==> config.mk <==
export PLATFORM = sky130hd
export DESIGN_NAME = fm_register_write_logger_flat
export DESIGN_NICKNAME = d
export VERILOG_FILES = /design/src/rtl/core/fmrwl_pkg.sv /design/src/rtl/core/fmrwl_if.sv /design/src/rtl/core/fmrwl_cfg.sv /design/src/rtl/core/fmrwl_shadow.sv /design/src/rtl/core/fmrwl_core.sv /design/src/rtl/core/fmrwl_emit.sv /design/src/rtl/core/fm_register_write_logger.sv /design/src/flat_wrapper.sv
export SDC_FILE = /design/constraint.sdc
export NUM_CORES = 2
export LEC_CHECK = 0
export BUFFER_PORTS_ARGS = -buffer_cell sky130_fd_sc_hd__buf_2
export CAP_MARGIN = 20
export CORE_MARGIN = 2
export CORE_UTILIZATION = 55
export DETAILED_ROUTE_END_ITERATION = 7
export PLACE_DENSITY = 0.81
export SETUP_SLACK_MARGIN = 0.15
export SLEW_MARGIN = 20
export SYNTH_ARGS = -nofsm -noshare
export SYNTH_HDL_FRONTEND = slang
export SYNTH_SLANG_ARGS = --single-unit
export TNS_END_PERCENT = 20
==> constraint.sdc <==
create_clock -name clk -period 18 [get_ports clk]
set_input_delay 3.6 -clock clk [delete_from_list [all_inputs] [get_ports clk]]
set_output_delay 3.6 -clock clk [all_outputs]
set_load 0.02 [all_outputs]
==> src/rtl/core/fmrwl_pkg.sv <==
`timescale 1ns / 1ps
// Shared types, constants and the register code table of the FM register write logger.
// No dependencies; every other file of the block imports this package.
package fmrwl_pkg;

    localparam int ADDR_W       = 9;
    localparam int BYTE_W       = 8;
    localparam int TIME_W       = 32;
    localparam int SHADOW_DEPTH = 512;
    localparam int CNT_W        = 2;
    localparam int MAX_RES      = 3;
    localparam int CFG_ADDR_W   = 3;
    localparam int CFG_DATA_W   = 32;

    // Configuration register index (byte address 4 * index).
    localparam logic REG_RESTART_GAP = 1'b0;

    localparam logic [TIME_W-1:0] GAP_RESET   = 32'd30000;
    localparam logic [TIME_W-1:0] SHORT_LIMIT = 32'd257;

    localparam logic [BYTE_W-1:0] DELAY_SHORT_CODE = 8'd122;
    localparam logic [BYTE_W-1:0] DELAY_LONG_CODE  = 8'd123;

    localparam logic [ADDR_W-1:0] ADDR_FOUR_OP  = 9'h104;
    localparam logic [ADDR_W-1:0] ADDR_FOUR_EN  = 9'h105;
    localparam logic [ADDR_W-1:0] ADDR_DUAL_LO  = 9'h1b0;
    localparam logic [ADDR_W-1:0] ADDR_DUAL_HI  = 9'h1b8;
    localparam logic [BYTE_W-1:0] KEY_LO        = 8'hb0;
    localparam logic [BYTE_W-1:0] KEY_HI        = 8'hb8;
    localparam logic [BYTE_W-1:0] KEY_ON_BIT    = 8'h20;
    localparam logic [BYTE_W-1:0] PERC_ADDR     = 8'hbd;
    localparam logic [BYTE_W-1:0] PERC_MASK     = 8'h3f;
    localparam logic [BYTE_W-1:0] PERC_MIN      = 8'h20;

    typedef enum logic {
        OP_WRITE = 1'b0,
        OP_STOP  = 1'b1
    } op_t;

    typedef enum logic [1:0] {
        KIND_PAIR  = 2'd0,
        KIND_START = 2'd1,
        KIND_END   = 2'd2
    } kind_t;

    typedef enum logic [1:0] {
        MODE_SINGLE = 2'd0,
        MODE_DUAL   = 2'd1,
        MODE_FOUR   = 2'd2
    } mode_t;

    typedef struct packed {
        op_t               op;
        logic [ADDR_W-1:0] reg_addr;
        logic [BYTE_W-1:0] reg_value;
        logic [TIME_W-1:0] now_ms;
    } item_t;

    typedef struct packed {
        kind_t             kind;
        logic [BYTE_W-1:0] code;
        logic [BYTE_W-1:0] data;
        mode_t             hw_mode;
        logic [TIME_W-1:0] total_ms;
        logic [TIME_W-1:0] total_pairs;
    } res_t;

    // Group of results handed from the evaluation stage to the output queue.
    typedef struct packed {
        logic                   en;
        logic [CNT_W-1:0]       cnt;
        res_t [MAX_RES-1:0]     res;
    } load_t;

    // Write-back request into the shadow memory.
    typedef struct packed {
        logic              en;
        logic [ADDR_W-1:0] addr;
        logic [BYTE_W-1:0] val;
    } shw_t;

    typedef struct packed {
        logic       hit;
        logic [6:0] code;
    } code_t;

    // Maps a low register address to its 7-bit code; hit is low for unmapped registers.
    function automatic code_t code_for(logic [7:0] r);
        code_t      c;
        logic [2:0] top;
        logic [4:0] idx;
        logic [2:0] grp;
        logic [4:0] slot;
        logic [3:0] ch;
        logic [1:0] grp2;
        c    = '0;
        top  = r[7:5];
        idx  = r[4:0];
        grp  = (top == 3'd7) ? 3'd4 : 3'(top - 3'd1);
        slot = 5'(int'(idx[4:3]) * 6 + int'(idx[2:0]));
        ch   = r[3:0];
        grp2 = 2'(r[7:4] - 4'ha);
        case (r)
            8'h01: c = '{hit: 1'b1, code: 7'd0};
            8'h04: c = '{hit: 1'b1, code: 7'd1};
            8'h05: c = '{hit: 1'b1, code: 7'd2};
            8'h08: c = '{hit: 1'b1, code: 7'd3};
            8'hbd: c = '{hit: 1'b1, code: 7'd4};
            default:
            begin
                if ((top >= 3'd1 && top <= 3'd4) || top == 3'd7)
                begin
                    if (idx < 5'd24 && idx[2:0] < 3'd6)
                    begin
                        c.hit  = 1'b1;
                        c.code = 7'(5 + int'(slot) * 5 + int'(grp));
                    end
                end
                else if (r >= 8'ha0 && r <= 8'hc8 && ch <= 4'd8)
                begin
                    c.hit  = 1'b1;
                    c.code = 7'(95 + int'(ch) * 3 + int'(grp2));
                end
            end
        endcase
        return c;
    endfunction

    // Hardware mode after a logged write; nz_four_en is the old shadow of 0x105 being nonzero.
    function automatic mode_t mode_after(mode_t m, logic [ADDR_W-1:0] addr,
                                         logic [BYTE_W-1:0] val, logic nz_four_en);
        mode_t r;
        r = m;
        if (r != MODE_FOUR && addr == ADDR_FOUR_OP && val != '0 && nz_four_en)
            r = MODE_FOUR;
        if (r == MODE_SINGLE && addr >= ADDR_DUAL_LO && addr <= ADDR_DUAL_HI && val != '0)
            r = MODE_DUAL;
        return r;
    endfunction

endpackage

==> src/rtl/core/fmrwl_if.sv <==
`timescale 1ns / 1ps
// Valid/ready channel interfaces for the request and result streams of the logger.
// Depends on fmrwl_pkg for field widths and enum types.
interface fmrwl_req_if import fmrwl_pkg::*; ();
    logic              valid;
    logic              ready;
    op_t               op;
    logic [ADDR_W-1:0] reg_addr;
    logic [BYTE_W-1:0] reg_value;
    logic [TIME_W-1:0] now_ms;

    modport source (output valid, op, reg_addr, reg_value, now_ms, input ready);
    modport sink   (input valid, op, reg_addr, reg_value, now_ms, output ready);
endinterface

interface fmrwl_rsp_if import fmrwl_pkg::*; ();
    logic              valid;
    logic              ready;
    kind_t             kind;
    logic [BYTE_W-1:0] code;
    logic [BYTE_W-1:0] data;
    mode_t             hw_mode;
    logic [TIME_W-1:0] total_ms;
    logic [TIME_W-1:0] total_pairs;
    logic              last;

    modport source (output valid, kind, code, data, hw_mode, total_ms, total_pairs, last,
                    input ready);
    modport sink   (input valid, kind, code, data, hw_mode, total_ms, total_pairs, last,
                    output ready);
endinterface

==> src/rtl/core/fmrwl_cfg.sv <==
`timescale 1ns / 1ps
// APB-style configuration register file holding the restart gap limit.
// Depends on fmrwl_pkg.
module fmrwl_cfg import fmrwl_pkg::*;
(
    input  logic                  clk,
    input  logic                  rst_n,
    input  logic                  psel,
    input  logic                  penable,
    input  logic                  pwrite,
    input  logic [CFG_ADDR_W-1:0] paddr,
    input  logic [CFG_DATA_W-1:0] pwdata,
    output logic [CFG_DATA_W-1:0] prdata,
    output logic                  pready,
    output logic [TIME_W-1:0]     gap
);

    logic [TIME_W-1:0] gap_reg;
    logic              hit;

    // Bits 1:0 are the byte offset; bit 2 selects the register.
    assign hit    = paddr[2] == REG_RESTART_GAP;
    assign pready = 1'b1;
    assign prdata = hit ? gap_reg : '0;
    assign gap    = gap_reg;

    always_ff @(posedge clk or negedge rst_n)
    begin
        if (!rst_n)
            gap_reg <= GAP_RESET;
        else if (psel && penable && pwrite && pready && hit)
            gap_reg <= pwdata;
    end

endmodule

==> src/rtl/core/fmrwl_shadow.sv <==
`timescale 1ns / 1ps
// Shadow register memory: 512 x 8 single-port-write RAM with registered read,
// write-to-read forwarding and a clearing sweep after reset. Depends on fmrwl_pkg.
module fmrwl_shadow import fmrwl_pkg::*;
(
    input  logic              clk,
    input  logic              rst_n,
    input  logic              rd_en,
    input  logic [ADDR_W-1:0] rd_addr,
    input  shw_t              wr,
    output logic [BYTE_W-1:0] old_val,
    output logic              clr_done
);

    logic [BYTE_W-1:0] mem [SHADOW_DEPTH];
    logic [BYTE_W-1:0] rdata_reg;
    logic              hit_reg;
    logic [BYTE_W-1:0] hit_val_reg;
    logic [ADDR_W:0]   clr_cnt_reg;

    assign clr_done = clr_cnt_reg[ADDR_W];
    assign old_val  = hit_reg ? hit_val_reg : rdata_reg;

    always_ff @(posedge clk)
    begin
        if (!clr_done)
            mem[clr_cnt_reg[ADDR_W-1:0]] <= '0;
        else if (wr.en)
            mem[wr.addr] <= wr.val;
        if (rd_en)
            rdata_reg <= mem[rd_addr];
        if (rd_en)
            hit_val_reg <= wr.val;
    end

    // A read issued in the same cycle as a write to the same entry sees the old word,
    // so the written byte is kept aside and used instead.
    always_ff @(posedge clk or negedge rst_n)
    begin
        if (!rst_n)
        begin
            hit_reg     <= 1'b0;
            clr_cnt_reg <= '0;
        end
        else
        begin
            if (!clr_done)
                clr_cnt_reg <= clr_cnt_reg + 1'b1;
            if (rd_en)
                hit_reg <= wr.en && wr.addr == rd_addr;
        end
    end

endmodule

==> src/rtl/core/fmrwl_core.sv <==
`timescale 1ns / 1ps
// Evaluation stage: holds one request, compares it with the shadow byte, keeps the
// stream state and produces up to three results per request. Depends on fmrwl_pkg.
module fmrwl_core import fmrwl_pkg::*;
(
    input  logic              clk,
    input  logic              rst_n,
    input  logic              take,
    input  item_t             item,
    input  logic [BYTE_W-1:0] old_val,
    input  logic [TIME_W-1:0] gap,
    input  logic              can_load,
    output logic              free,
    output shw_t              shw,
    output load_t             load
);

    logic              s1_valid_reg;
    item_t             s1_reg;
    logic              cap_reg,  cap_next;
    logic [TIME_W-1:0] lt_reg,   lt_next;
    logic [TIME_W-1:0] ms_reg,   ms_next;
    logic [TIME_W-1:0] pc_reg,   pc_next;
    mode_t             mode_reg, mode_next;
    logic              nz_four_reg;
    logic              adv;

    logic [CNT_W-1:0]   n_v;
    res_t [MAX_RES-1:0] res_v;
    code_t              cv;
    logic [TIME_W-1:0]  passed;
    logic               idle;
    logic               trig;
    logic [BYTE_W-1:0]  lo;

    function automatic res_t mk(kind_t k, logic [BYTE_W-1:0] c, logic [BYTE_W-1:0] d,
                                mode_t m, logic [TIME_W-1:0] ms, logic [TIME_W-1:0] pc);
        res_t r;
        r.kind        = k;
        r.code        = c;
        r.data        = d;
        r.hw_mode     = m;
        r.total_ms    = ms;
        r.total_pairs = pc;
        return r;
    endfunction

    always_comb
    begin
        lo        = s1_reg.reg_addr[BYTE_W-1:0];
        cv        = code_for(lo);
        passed    = s1_reg.now_ms - lt_reg;
        trig      = (lo >= KEY_LO && lo <= KEY_HI && (s1_reg.reg_value & KEY_ON_BIT) != '0)
                 || (lo == PERC_ADDR && (s1_reg.reg_value & PERC_MASK) > PERC_MIN);
        cap_next  = cap_reg;
        lt_next   = lt_reg;
        ms_next   = ms_reg;
        pc_next   = pc_reg;
        mode_next = mode_reg;
        n_v       = '0;
        res_v     = '0;
        idle      = !cap_reg;
        if (s1_reg.op == OP_STOP)
        begin
            if (cap_reg)
            begin
                cap_next = 1'b0;
                res_v[n_v] = mk(KIND_END, '0, '0, mode_next, ms_next, pc_next);
                n_v = n_v + 1'b1;
            end
        end
        else
        begin
            if (cap_reg && cv.hit && old_val != s1_reg.reg_value)
            begin
                lt_next = s1_reg.now_ms;
                ms_next = ms_reg + passed;
                if (passed > gap)
                begin
                    cap_next = 1'b0;
                    idle     = 1'b1;
                    res_v[n_v] = mk(KIND_END, '0, '0, mode_next, ms_next, pc_next);
                    n_v = n_v + 1'b1;
                end
                else
                begin
                    if (passed != '0)
                    begin
                        if (passed < SHORT_LIMIT)
                        begin
                            pc_next = pc_next + 1'b1;
                            res_v[n_v] = mk(KIND_PAIR, DELAY_SHORT_CODE,
                                            passed[BYTE_W-1:0] - 1'b1,
                                            mode_next, ms_next, pc_next);
                            n_v = n_v + 1'b1;
                        end
                        else
                        begin
                            // Multiples above 256 saturate; the excess only shows in total_ms.
                            pc_next = pc_next + 1'b1;
                            res_v[n_v] = mk(KIND_PAIR, DELAY_LONG_CODE,
                                            (passed[TIME_W-1:16] != '0) ? 8'hff
                                                : passed[15:8] - 1'b1,
                                            mode_next, ms_next, pc_next);
                            n_v = n_v + 1'b1;
                            if (passed[BYTE_W-1:0] != '0)
                            begin
                                pc_next = pc_next + 1'b1;
                                res_v[n_v] = mk(KIND_PAIR, DELAY_SHORT_CODE,
                                                passed[BYTE_W-1:0] - 1'b1,
                                                mode_next, ms_next, pc_next);
                                n_v = n_v + 1'b1;
                            end
                        end
                    end
                    mode_next = mode_after(mode_next, s1_reg.reg_addr, s1_reg.reg_value,
                                           nz_four_reg);
                    pc_next = pc_next + 1'b1;
                    res_v[n_v] = mk(KIND_PAIR, {s1_reg.reg_addr[ADDR_W-1], cv.code},
                                    s1_reg.reg_value, mode_next, ms_next, pc_next);
                    n_v = n_v + 1'b1;
                end
            end
            if (idle && trig)
            begin
                cap_next  = 1'b1;
                ms_next   = '0;
                pc_next   = '0;
                lt_next   = s1_reg.now_ms;
                res_v[n_v] = mk(KIND_START, '0, '0, MODE_SINGLE, ms_next, pc_next);
                n_v = n_v + 1'b1;
                mode_next = mode_after(MODE_SINGLE, s1_reg.reg_addr, s1_reg.reg_value,
                                       nz_four_reg);
                if (cv.hit)
                begin
                    pc_next = pc_next + 1'b1;
                    res_v[n_v] = mk(KIND_PAIR, {s1_reg.reg_addr[ADDR_W-1], cv.code},
                                    s1_reg.reg_value, mode_next, ms_next, pc_next);
                    n_v = n_v + 1'b1;
                end
            end
        end
    end

    // A request that yields nothing leaves at once; otherwise it waits for the queue.
    assign adv  = s1_valid_reg && (n_v == '0 || can_load);
    assign free = !s1_valid_reg || adv;

    assign shw.en   = adv && s1_reg.op == OP_WRITE;
    assign shw.addr = s1_reg.reg_addr;
    assign shw.val  = s1_reg.reg_value;

    assign load.en  = adv && n_v != '0;
    assign load.cnt = n_v;
    assign load.res = res_v;

    always_ff @(posedge clk)
    begin
        if (take)
            s1_reg <= item;
    end

    always_ff @(posedge clk or negedge rst_n)
    begin
        if (!rst_n)
        begin
            s1_valid_reg <= 1'b0;
            cap_reg      <= 1'b0;
            lt_reg       <= '0;
            ms_reg       <= '0;
            pc_reg       <= '0;
            mode_reg     <= MODE_SINGLE;
            nz_four_reg  <= 1'b0;
        end
        else
        begin
            if (take)
                s1_valid_reg <= 1'b1;
            else if (adv)
                s1_valid_reg <= 1'b0;
            if (adv)
            begin
                cap_reg  <= cap_next;
                lt_reg   <= lt_next;
                ms_reg   <= ms_next;
                pc_reg   <= pc_next;
                mode_reg <= mode_next;
                if (shw.en && s1_reg.reg_addr == ADDR_FOUR_EN)
                    nz_four_reg <= s1_reg.reg_value != '0;
            end
        end
    end

endmodule

==> src/rtl/core/fmrwl_emit.sv <==
`timescale 1ns / 1ps
// Output queue: holds the results of one request and hands them out one per
// handshake, marking the last. Depends on fmrwl_pkg and the result interface.
module fmrwl_emit import fmrwl_pkg::*;
(
    input  logic        clk,
    input  logic        rst_n,
    input  load_t       load,
    output logic        can_load,
    fmrwl_rsp_if.source rsp
);

    res_t [MAX_RES-1:0] res_reg;
    logic [CNT_W-1:0]   cnt_reg;
    logic               shift;

    assign rsp.valid       = cnt_reg != '0;
    assign rsp.kind        = res_reg[0].kind;
    assign rsp.code        = res_reg[0].code;
    assign rsp.data        = res_reg[0].data;
    assign rsp.hw_mode     = res_reg[0].hw_mode;
    assign rsp.total_ms    = res_reg[0].total_ms;
    assign rsp.total_pairs = res_reg[0].total_pairs;
    assign rsp.last        = cnt_reg == CNT_W'(1);

    assign shift    = rsp.valid && rsp.ready;
    assign can_load = cnt_reg == '0 || (shift && rsp.last);

    always_ff @(posedge clk)
    begin
        if (load.en)
            res_reg <= load.res;
        else if (shift)
        begin
            res_reg[0] <= res_reg[1];
            res_reg[1] <= res_reg[2];
        end
    end

    always_ff @(posedge clk or negedge rst_n)
    begin
        if (!rst_n)
            cnt_reg <= '0;
        else if (load.en)
            cnt_reg <= load.cnt;
        else if (shift)
            cnt_reg <= cnt_reg - 1'b1;
    end

endmodule

==> src/rtl/core/fm_register_write_logger.sv <==
`timescale 1ns / 1ps
// FM register write logger. An accepted request and its shadow byte are registered; its
// results then pass into the output queue registers. Throughput: one request per cycle
// while each yields at most one result and rsp is ready; a request with several results
// holds the single result port until all are handed out. Reset: asynchronous; then a
// sweep clears the shadow memory, req.ready low; configuration writes are still taken.
module fm_register_write_logger import fmrwl_pkg::*;
(
    input  logic                  clk,
    input  logic                  rst_n,
    fmrwl_req_if.sink             req,
    fmrwl_rsp_if.source           rsp,
    input  logic                  psel,
    input  logic                  penable,
    input  logic                  pwrite,
    input  logic [CFG_ADDR_W-1:0] paddr,
    input  logic [CFG_DATA_W-1:0] pwdata,
    output logic [CFG_DATA_W-1:0] prdata,
    output logic                  pready
);

    // The design is a two-step pipeline around the shadow memory. At the accept edge the
    // shadow byte of the addressed register is read; in the following cycle the core
    // compares it with the new byte and, once the queue can take its results, updates
    // the registered stream state, writes the byte back and hands up to three results to
    // the queue. A same-edge write-back and read of one entry are resolved by forwarding
    // in the shadow RAM, so requests may follow in every cycle while the queue keeps up.

    logic              take;
    logic              core_free;
    logic              clr_done;
    logic              can_load;
    logic [BYTE_W-1:0] old_val;
    logic [TIME_W-1:0] gap;
    item_t             item;
    shw_t              shw;
    load_t             load;

    assign req.ready = clr_done && core_free;
    assign take      = req.valid && req.ready;

    assign item.op        = req.op;
    assign item.reg_addr  = req.reg_addr;
    assign item.reg_value = req.reg_value;
    assign item.now_ms    = req.now_ms;

    fmrwl_cfg u_cfg
    (
        .clk     (clk),
        .rst_n   (rst_n),
        .psel    (psel),
        .penable (penable),
        .pwrite  (pwrite),
        .paddr   (paddr),
        .pwdata  (pwdata),
        .prdata  (prdata),
        .pready  (pready),
        .gap     (gap)
    );

    // Shadow memory: read port driven by the accepted request, write port by the core.
    fmrwl_shadow u_shadow
    (
        .clk      (clk),
        .rst_n    (rst_n),
        .rd_en    (take),
        .rd_addr  (req.reg_addr),
        .wr       (shw),
        .old_val  (old_val),
        .clr_done (clr_done)
    );

    // Decision logic and stream state; it accepts a new request whenever its current
    // one moves on, which may be the same cycle.
    fmrwl_core u_core
    (
        .clk      (clk),
        .rst_n    (rst_n),
        .take     (take),
        .item     (item),
        .old_val  (old_val),
        .gap      (gap),
        .can_load (can_load),
        .free     (core_free),
        .shw      (shw),
        .load     (load)
    );

    // Result queue that separates the core from back pressure on the result channel.
    fmrwl_emit u_emit
    (
        .clk      (clk),
        .rst_n    (rst_n),
        .load     (load),
        .can_load (can_load),
        .rsp      (rsp)
    );

endmodule
==> src/flat_wrapper.sv <==
// flat-port wrapper written by rule: the top's interface ports become plain ports
module fm_register_write_logger_flat import fmrwl_pkg::*;
  (clk, rst_n, psel, penable, pwrite, paddr, pwdata, prdata, pready, req_valid, req_op, req_reg_addr, req_reg_value, req_now_ms, req_ready, rsp_valid, rsp_kind, rsp_code, rsp_data, rsp_hw_mode, rsp_total_ms, rsp_total_pairs, rsp_last, rsp_ready);
  fmrwl_req_if req_i ();
  fmrwl_rsp_if rsp_i ();
  input  logic clk;
  input  logic rst_n;
  input  logic psel;
  input  logic penable;
  input  logic pwrite;
  input  logic [CFG_ADDR_W-1:0] paddr;
  input  logic [CFG_DATA_W-1:0] pwdata;
  output logic [CFG_DATA_W-1:0] prdata;
  output logic pready;
  input wire logic [$bits(req_i.valid)-1:0] req_valid;
  input wire logic [$bits(req_i.op)-1:0] req_op;
  input wire logic [$bits(req_i.reg_addr)-1:0] req_reg_addr;
  input wire logic [$bits(req_i.reg_value)-1:0] req_reg_value;
  input wire logic [$bits(req_i.now_ms)-1:0] req_now_ms;
  output wire logic [$bits(req_i.ready)-1:0] req_ready;
  output wire logic [$bits(rsp_i.valid)-1:0] rsp_valid;
  output wire logic [$bits(rsp_i.kind)-1:0] rsp_kind;
  output wire logic [$bits(rsp_i.code)-1:0] rsp_code;
  output wire logic [$bits(rsp_i.data)-1:0] rsp_data;
  output wire logic [$bits(rsp_i.hw_mode)-1:0] rsp_hw_mode;
  output wire logic [$bits(rsp_i.total_ms)-1:0] rsp_total_ms;
  output wire logic [$bits(rsp_i.total_pairs)-1:0] rsp_total_pairs;
  output wire logic [$bits(rsp_i.last)-1:0] rsp_last;
  input wire logic [$bits(rsp_i.ready)-1:0] rsp_ready;
  assign req_i.valid = req_valid;
  assign req_i.op = req_op;
  assign req_i.reg_addr = req_reg_addr;
  assign req_i.reg_value = req_reg_value;
  assign req_i.now_ms = req_now_ms;
  assign req_ready = req_i.ready;
  assign rsp_valid = rsp_i.valid;
  assign rsp_kind = rsp_i.kind;
  assign rsp_code = rsp_i.code;
  assign rsp_data = rsp_i.data;
  assign rsp_hw_mode = rsp_i.hw_mode;
  assign rsp_total_ms = rsp_i.total_ms;
  assign rsp_total_pairs = rsp_i.total_pairs;
  assign rsp_last = rsp_i.last;
  assign rsp_i.ready = rsp_ready;
  fm_register_write_logger u_core (.clk(clk), .rst_n(rst_n), .req(req_i), .rsp(rsp_i), .psel(psel), .penable(penable), .pwrite(pwrite), .paddr(paddr), .pwdata(pwdata), .prdata(prdata), .pready(pready));
endmodule
# --- Word level (Yosys, flattened, before mapping) ---
# Memories as Yosys holds them, arrays and structs flattened. A register that Yosys moved wholly into a read port is not among the register bits.
# Index checks and enable logic that the tools add are counted.
totals:
  register_bits: 456
  out_inout_bits: 120
  ramBits: 4096
  n_memories: 1
  input_bits: 92
  wordCells: 256
mem_list:
  columns: ["memory", "depth", "word_bits", "rd", "rd_ports_with_merged_regs", "wr", "line_no", "text"]
  rows:
  - ["u_core.u_shadow.mem", 512, 8, 1, 1, 1, "fmrwl_shadow.sv:15", "logic [BYTE_W-1:0] mem [SHADOW_DEPTH];"]
classes:
  n_reduce_logical: 63
  multipliers: 3
  n_addsub: 19
  bitwise: 5
  mux: 97
  eq_ne: 13
  order_cmp: 20
op_table:
  columns: ["cell", "n"]
  rows:
  - ["$mux W168", 7]
  - ["$mux W252", 4]
  - ["$mux W84", 8]
  - ["$bwmux W252", 2]
  - ["$demux W84 S2", 3]
  - ["$mux W32", 14]
  - ["$and A249 B249 Y249", 1]
  - ["$not A249 Y249", 1]
  - ["$add A32 B1 Y32 const B", 3]
  - ["$mux W81", 1]
  - ["$mux W75", 1]
  - ["$mux W2", 31]
  - ["$mux W8", 6]
  - ["$pmux W8 S5", 1]
  - ["$logic_and A1 B1 Y1", 36]
  - ["$add A32 B32 Y32", 1]
  - ["$gt A32 B32 Y1", 1]
  - ["$lt A32 B9 Y1 const B", 1]
  - ["$reduce_bool A32 Y1", 1]
  - ["$sub A32 B32 Y32", 1]
  - ["$eq A9 B9 Y1 const B", 2]
  - ["$eq A8 B3 Y1 const B", 2]
  - ["$ge A8 B8 Y1 const B", 2]
  - ["$le A8 B8 Y1 const B", 2]
  - ["other kinds (50)", 88]

# --- Longest topological paths before layout ---
logic_depth:
  depth_word: 30
  mapped_depth: 32
  ltp_nobuf: 29

# --- By module ---
# A second synthesis with hierarchy kept.
unflattened:
  hier_cells: 11177
  hier_area_um2: 193280.4
modules_own_cells:
  columns: ["mod", "seq_area_each_um2", "area_each_um2", "cells_each", "n_inst"]
  rows:
  - ["fmrwl_shadow", 123753.7, 163616.9, 8203, 1]
  - ["fmrwl_core", 4028.9, 17600.6, 2326, 1]
  - ["fmrwl_emit", 7617.3, 10487.6, 541, 1]
  - ["fmrwl_cfg", 809.5, 1562.7, 105, 1]
  - ["fm_register_write_logger", 0.0, 12.5, 2, 1]

# --- Worst setup path after synthesis ---
# Ideal clock, no wire load.
synth_path:
  path_type: "register to register"
  start: "register u_core.u_core.s1_reg[0] (netlist name)"
  end: "memory u_core.u_shadow.mem[0][0] (data pin)"
  stages_incl_launch_ff: 26
  slack_ps: 5083
  setup_ps: 1538
  period_less_slack_ps: 12917
  arrival_ps: 11379
  required_time_ps: 16462
  n_path_buf: 3
  cell_sequence: "edfxtp_1 inv_1 ha_1 inv_1 fa_1 a21oi_1 o211ai_2 nand4_1 and4_1 nor3_1 o221ai_1 xor2_1 inv_1 ha_1 nand4_1 nor3_1 nand4_1 or4_1 o31ai_1 buf_4 nand3_1 a221oi_2 o211a_1 buf_2 clkbuf_1 and2_1"
synth_between:
  elab_chain_cells: 26
  elab_cells_between_ends: 33
  cone_classes: "add/sub: 4; order compare: 2; mux: 19; reduce/logical: 8"
synth_lines:
  columns: ["item", "line_no", "text"]
  rows:
  - ["from (decl)", "fmrwl_core.sv:19", "item_t s1_reg;"]
  - ["from (signal assigned)", "fmrwl_core.sv:160", "s1_reg <= item;"]
  - ["$sub A32 B32 Y32 (*)", "fmrwl_core.sv:52", "passed = s1_reg.now_ms - lt_reg;"]
  - ["parallel branches: the longest is 14 deep, another holds $lt A32 B9 Y1", null, null]
  - ["$mux W2 (*)", "fmrwl_core.sv:124", "if (idle && trig)"]
  - ["$mux W2 (*)", "fmrwl_core.sv:63", "if (s1_reg.op == OP_STOP)"]
  - ["$logic_not A2 Y1 (*)", "fmrwl_core.sv:146", "assign adv = s1_valid_reg && (n_v == '0 || can_load);"]
  - ["$logic_or A1 B1 Y1 (*)", "fmrwl_core.sv:146", null]
  - ["$logic_and A1 B1 Y1 (*)", "fmrwl_core.sv:146", null]
  - ["$logic_and A1 B1 Y1 (*)", "fmrwl_core.sv:149", "assign shw.en = adv && s1_reg.op == OP_WRITE;"]
  - ["$mux W1 (*)", "fmrwl_shadow.sv:28", "else if (wr.en)"]
  - ["$mux W1 (*)", "fmrwl_shadow.sv:26", "if (!clr_done)"]
  - ["$mux W1 (implied by the code) (*)", "fmrwl_shadow.sv:29", "mem[wr.addr] <= wr.val;"]
  - ["$reduce_or A8 Y1 (no source line) (*)", null, null]
  - ["$mux W8 (no source line) (*)", null, null]
  - ["to (decl)", "fmrwl_shadow.sv:15", null]
# Mark *: on every way between the ends. The select of a mux whose other input is x is not followed.

# --- Worst setup path after layout ---
layout_path:
  start: "register u_core.u_core.s1_reg[0] (netlist name)"
  end: "output req_ready"
layout_between:
  elab_chain_cells: 22
  elab_cells_between_ends: 29
  cone_classes: "add/sub: 4; order compare: 2; mux: 15; reduce/logical: 8"
layout_lines:
  columns: ["item", "line_no", "text"]
  rows:
  - ["$sub A32 B32 Y32 (*)", "fmrwl_core.sv:52", null]
  - ["parallel branches: the longest is 14 deep, another holds $lt A32 B9 Y1", null, null]
  - ["$mux W2 (*)", "fmrwl_core.sv:124", null]
  - ["$mux W2 (*)", "fmrwl_core.sv:63", null]
  - ["$logic_not A2 Y1 (*)", "fmrwl_core.sv:146", null]
  - ["$logic_or A1 B1 Y1 (*)", "fmrwl_core.sv:146", null]
  - ["$logic_and A1 B1 Y1 (*)", "fmrwl_core.sv:146", null]
  - ["$logic_or A1 B1 Y1 (*)", "fmrwl_core.sv:147", "assign free = !s1_valid_reg || adv;"]
  - ["$logic_and A1 B1 Y1 (*)", "fm_register_write_logger.sv:39", "assign req.ready = clr_done && core_free;"]
  - ["to (decl)", "flat_wrapper.sv:20", "output wire logic [$bits(req_i.ready)-1:0] req_ready;"]
# Marks and branches as above.

==> results.md <==
* Share of layout cells above drive strength 1 at 25.2%
* Cells after Synth at 9584
* Initial Util at 55.2%
* Arr. time, crit path at 8.93 ns
* Max-slew headroom at 14.2%
* CTS tree: yes
* Final hold slack at just over 0.5 ns
* First-pass GRT wire length at 781000 um
* Synth Area in XOR/XNOR at 0.944%
* IO Port Bufs at 208
* PwrDens at 104 mW/mm2
* Syn avg cell area at 19.6 um2
* Status: completed
* Detailed-route via count at between 100k and 150k
* Post-DR vias/cell at just over 7
* Hold Vio Cnt, Final at 0
* Area leader, netlist: edfxtp_1
* Vias in the first global route at roughly 100k
* CTS buffer count at 424
* Largest stage delay, worst path at 0.79 ns
* CP Launch Type: register
* DR DRC count at 0
* Cell Chain, Critical Path: inv_1, ha_1, inv_1, fa_1, a21oi_1, o21bai_1, xor2_1, or4b_2, nor3_2, buf_4, inv_1, a21oi_1, and2_1, nand3_1, a21oi_2, inv_1, ha_1, nand3_1, a221oi_1, nor2b_1, a21oi_1, buf_2
* Post-synthesis cell area at 0.188 mm2
* Placement Cell Area at 0.193 mm2
* Net count, final at 9947
* Buf/Inv on CP at 6
* Clk_skew at approximately 0.06 ns
* CP max FO at 33
* Synth top area share at 70.6%
* Multiplexer share of the synthesized area at 16.9%
* Design Area, Final at 0.207 mm2
* Hold_buf cts at 0
* H-tree depth at 5
* Wirelength, routed at 548000 um
* VDD IR-drop max at roughly 84 uV
* Hold_sp: u_core.u_cfg.gap[7]
* Ys flop type: edfxtp_1
* Die Y-Extent at roughly 600 um
* Worst slew pin tran at 1.29 ns
* Final setup fails at 0
* Clk Latency, worst-skew pair at 1.03 ns
* Wire per inst at 37.4 um
* Worst Setup SP: u_core.u_core.s1_reg[0]
* CTS max path bufs at 4
* Worst Hold Class: register to register
* FF+latch count, synth at 4558
* Clk sinks at 4558
* Synth Area in Adders at 1.01%
* Crit path max-delay family: simple AND/OR/NAND/NOR gates
* Req. time, crit path at 14.40 ns
* YS warnings at 0
* Post-synth EDFFs at 4412
* Die width at just under 600 um
* Min Tclk post-route at 12.53 ns
* Largest net degree at the start of global routing at 233
* R2r startpoint: u_core.u_core.s1_reg[0]
* Ys async rst share at roughly 3.2%
* Area share of and/or/nand/nor cells after synthesis at 3.92%
* Crit end category: output port
* Clock slew at reported path FFs at 0.06 ns
* Number of distinct library cells after synthesis at 123
* Period utilisation layout at 69.6%
* RSZ-0062 raised after global routing: no
* Largest register FFs at between 4000 and 5000
* Slowest cell on the critical path: or4b_2
* Core Area at 0.340 mm2
* Largest family of logic cells by synthesized area: multiplexers
* Area Overhead vs Synth at 10.4%
* Post-Place Worst Slack at 6.93 ns
* Compound-gate portion of the synthesized area at under 10%
* Crit Path Category: register to output port
* PnR worst setup slack at 5.47 ns
* Num rows at 214
* Remaining antenna violation count at 0
* Grt total ovfl at 0
* Pre-antenna DRT Iters at 8
* I/O pin cnt at around 210
* Syn Nets at slightly below 10000
* Post-Route Setup TNS at 0 ns
* Max-slew violations at 0
* Leakage at between 50 and 60 nW
* FMAX at approximately 80 MHz
* DR iter-0 viols at roughly 18000
* CP most frequent cell: inv_1
* Die area at 0.346 mm2
* Post-cts resize count at 0
* Initial antenna violation count at 39
* Register area share after synthesis at 72.5%
* Synth area leaders: edfxtp_1 71%, mux4_2 16%, dfrtp_1 1.9%, nor2_1 1.6%, ha_1 0.91%
* GP Congestion at 0.929
* Post-CTS Setup Inserts at 0
* GRT Total Usage at 31.3%
* Max-cap violations at 0
* CTS root buf: clkbuf_16
* Detailed placer's ending HPWL at 274000 um
==> area by class of cell <==
cell class | count | area, um2
clock inverter | 267 | 2460
fill | 21300 | 133000
timing repair buffer | 354 | 2580
clock buffer | 523 | 11200
multi-input combinational | 4217 | 48400
antenna | 29 | 72.6
tap | 4536 | 5680
inverter | 156 | 596
sequential | 4558 | 136000
==> worst paths after layout <==
kind / cells after the start / slack [ns] / endpoint
min in group asynchronous: 1 / 2.70 / u_core.u_core.ms_reg[27]
min reg2reg: 1 / 0.51 / u_core.u_cfg.gap[7]
max in group asynchronous: 2 / 13.95 / u_core.u_cfg.gap[3]
max reg2reg: 25 / 6.86 / u_core.u_shadow.mem[16][1]
max: 22 / 5.47 / req_ready
min: 1 / 0.51 / u_core.u_cfg.gap[7]
==> cells in the mapped netlist (21+ instances only) <==
cell type  count
a21o_1        40
a21oi_1      164
a22o_1        43
a22oi_1       23
a31oi_1       32
and2_1        44
and3_1        45
buf_1        137
buf_2         43
buf_4         96
clkbuf_1     372
dfrtp_1      139
edfxtp_1    4412
ha_1         137
inv_1        154
mux2_2        78
mux4_2      1360
nand2_1      344
nand2b_1      21
nand3_1       77
nand4_1       36
nor2_1       805
nor2b_1       26
nor3_1        77
o21ai_0      199
o21ai_1       26
o31ai_1       46
or3_1         27
xnor2_1      118
xor2_1        71
==> placed cells by master (no fill, tap or decap), drive strengths merged, types with 137 or more instances in the layout <==
cell / n
nor2: 806
mux4: 1360
o21ai: 229
ha: 137
nand2: 350
dfrtp: 139
a21oi: 171
edfxtp: 4412
clkinv: 194
inv: 168
clkbuf: 525
buf: 352
==> power by group <==
part / internal [mW] / switching, mW
Clock: 5.00 / 4.28
Sequential: 11.6 / 0.0391
Combinational: 0.235 / 0.451
==> routing by layer <==
metal  vias to the layer above  share of wire [%]  global-route usage [%]
met5                         -              0.032                       0
met4                        26                6.2                    16.0
met3                      1770                 12                    7.21
met2                      9741                 48                    50.6
met1                     54000                 33                    40.2
li1                      39300                  -                       -
==> metrics by stage <==
stage / cells / utilization (%) / total power, mW
finish: 14600 / 61.0 / 21.6
global route: 14600 / 60.9 / 22.0
CTS: 14600 / 60.9 / 21.6
floorplan: 9584 / - / 12.4
global placement: 13800 / 56.9 / 12.5
detailed placement: 13800 / 56.9 / 12.5
==> logic make-up after synthesis <==
logic type,count (synthesis)
compound gates,790
buf+inv,809
mux,1458
xor+xnor,195
other cells,2
flops,4558
simple gates,1623
fa+ha+maj,149
(Power assumes the default switching activity.)
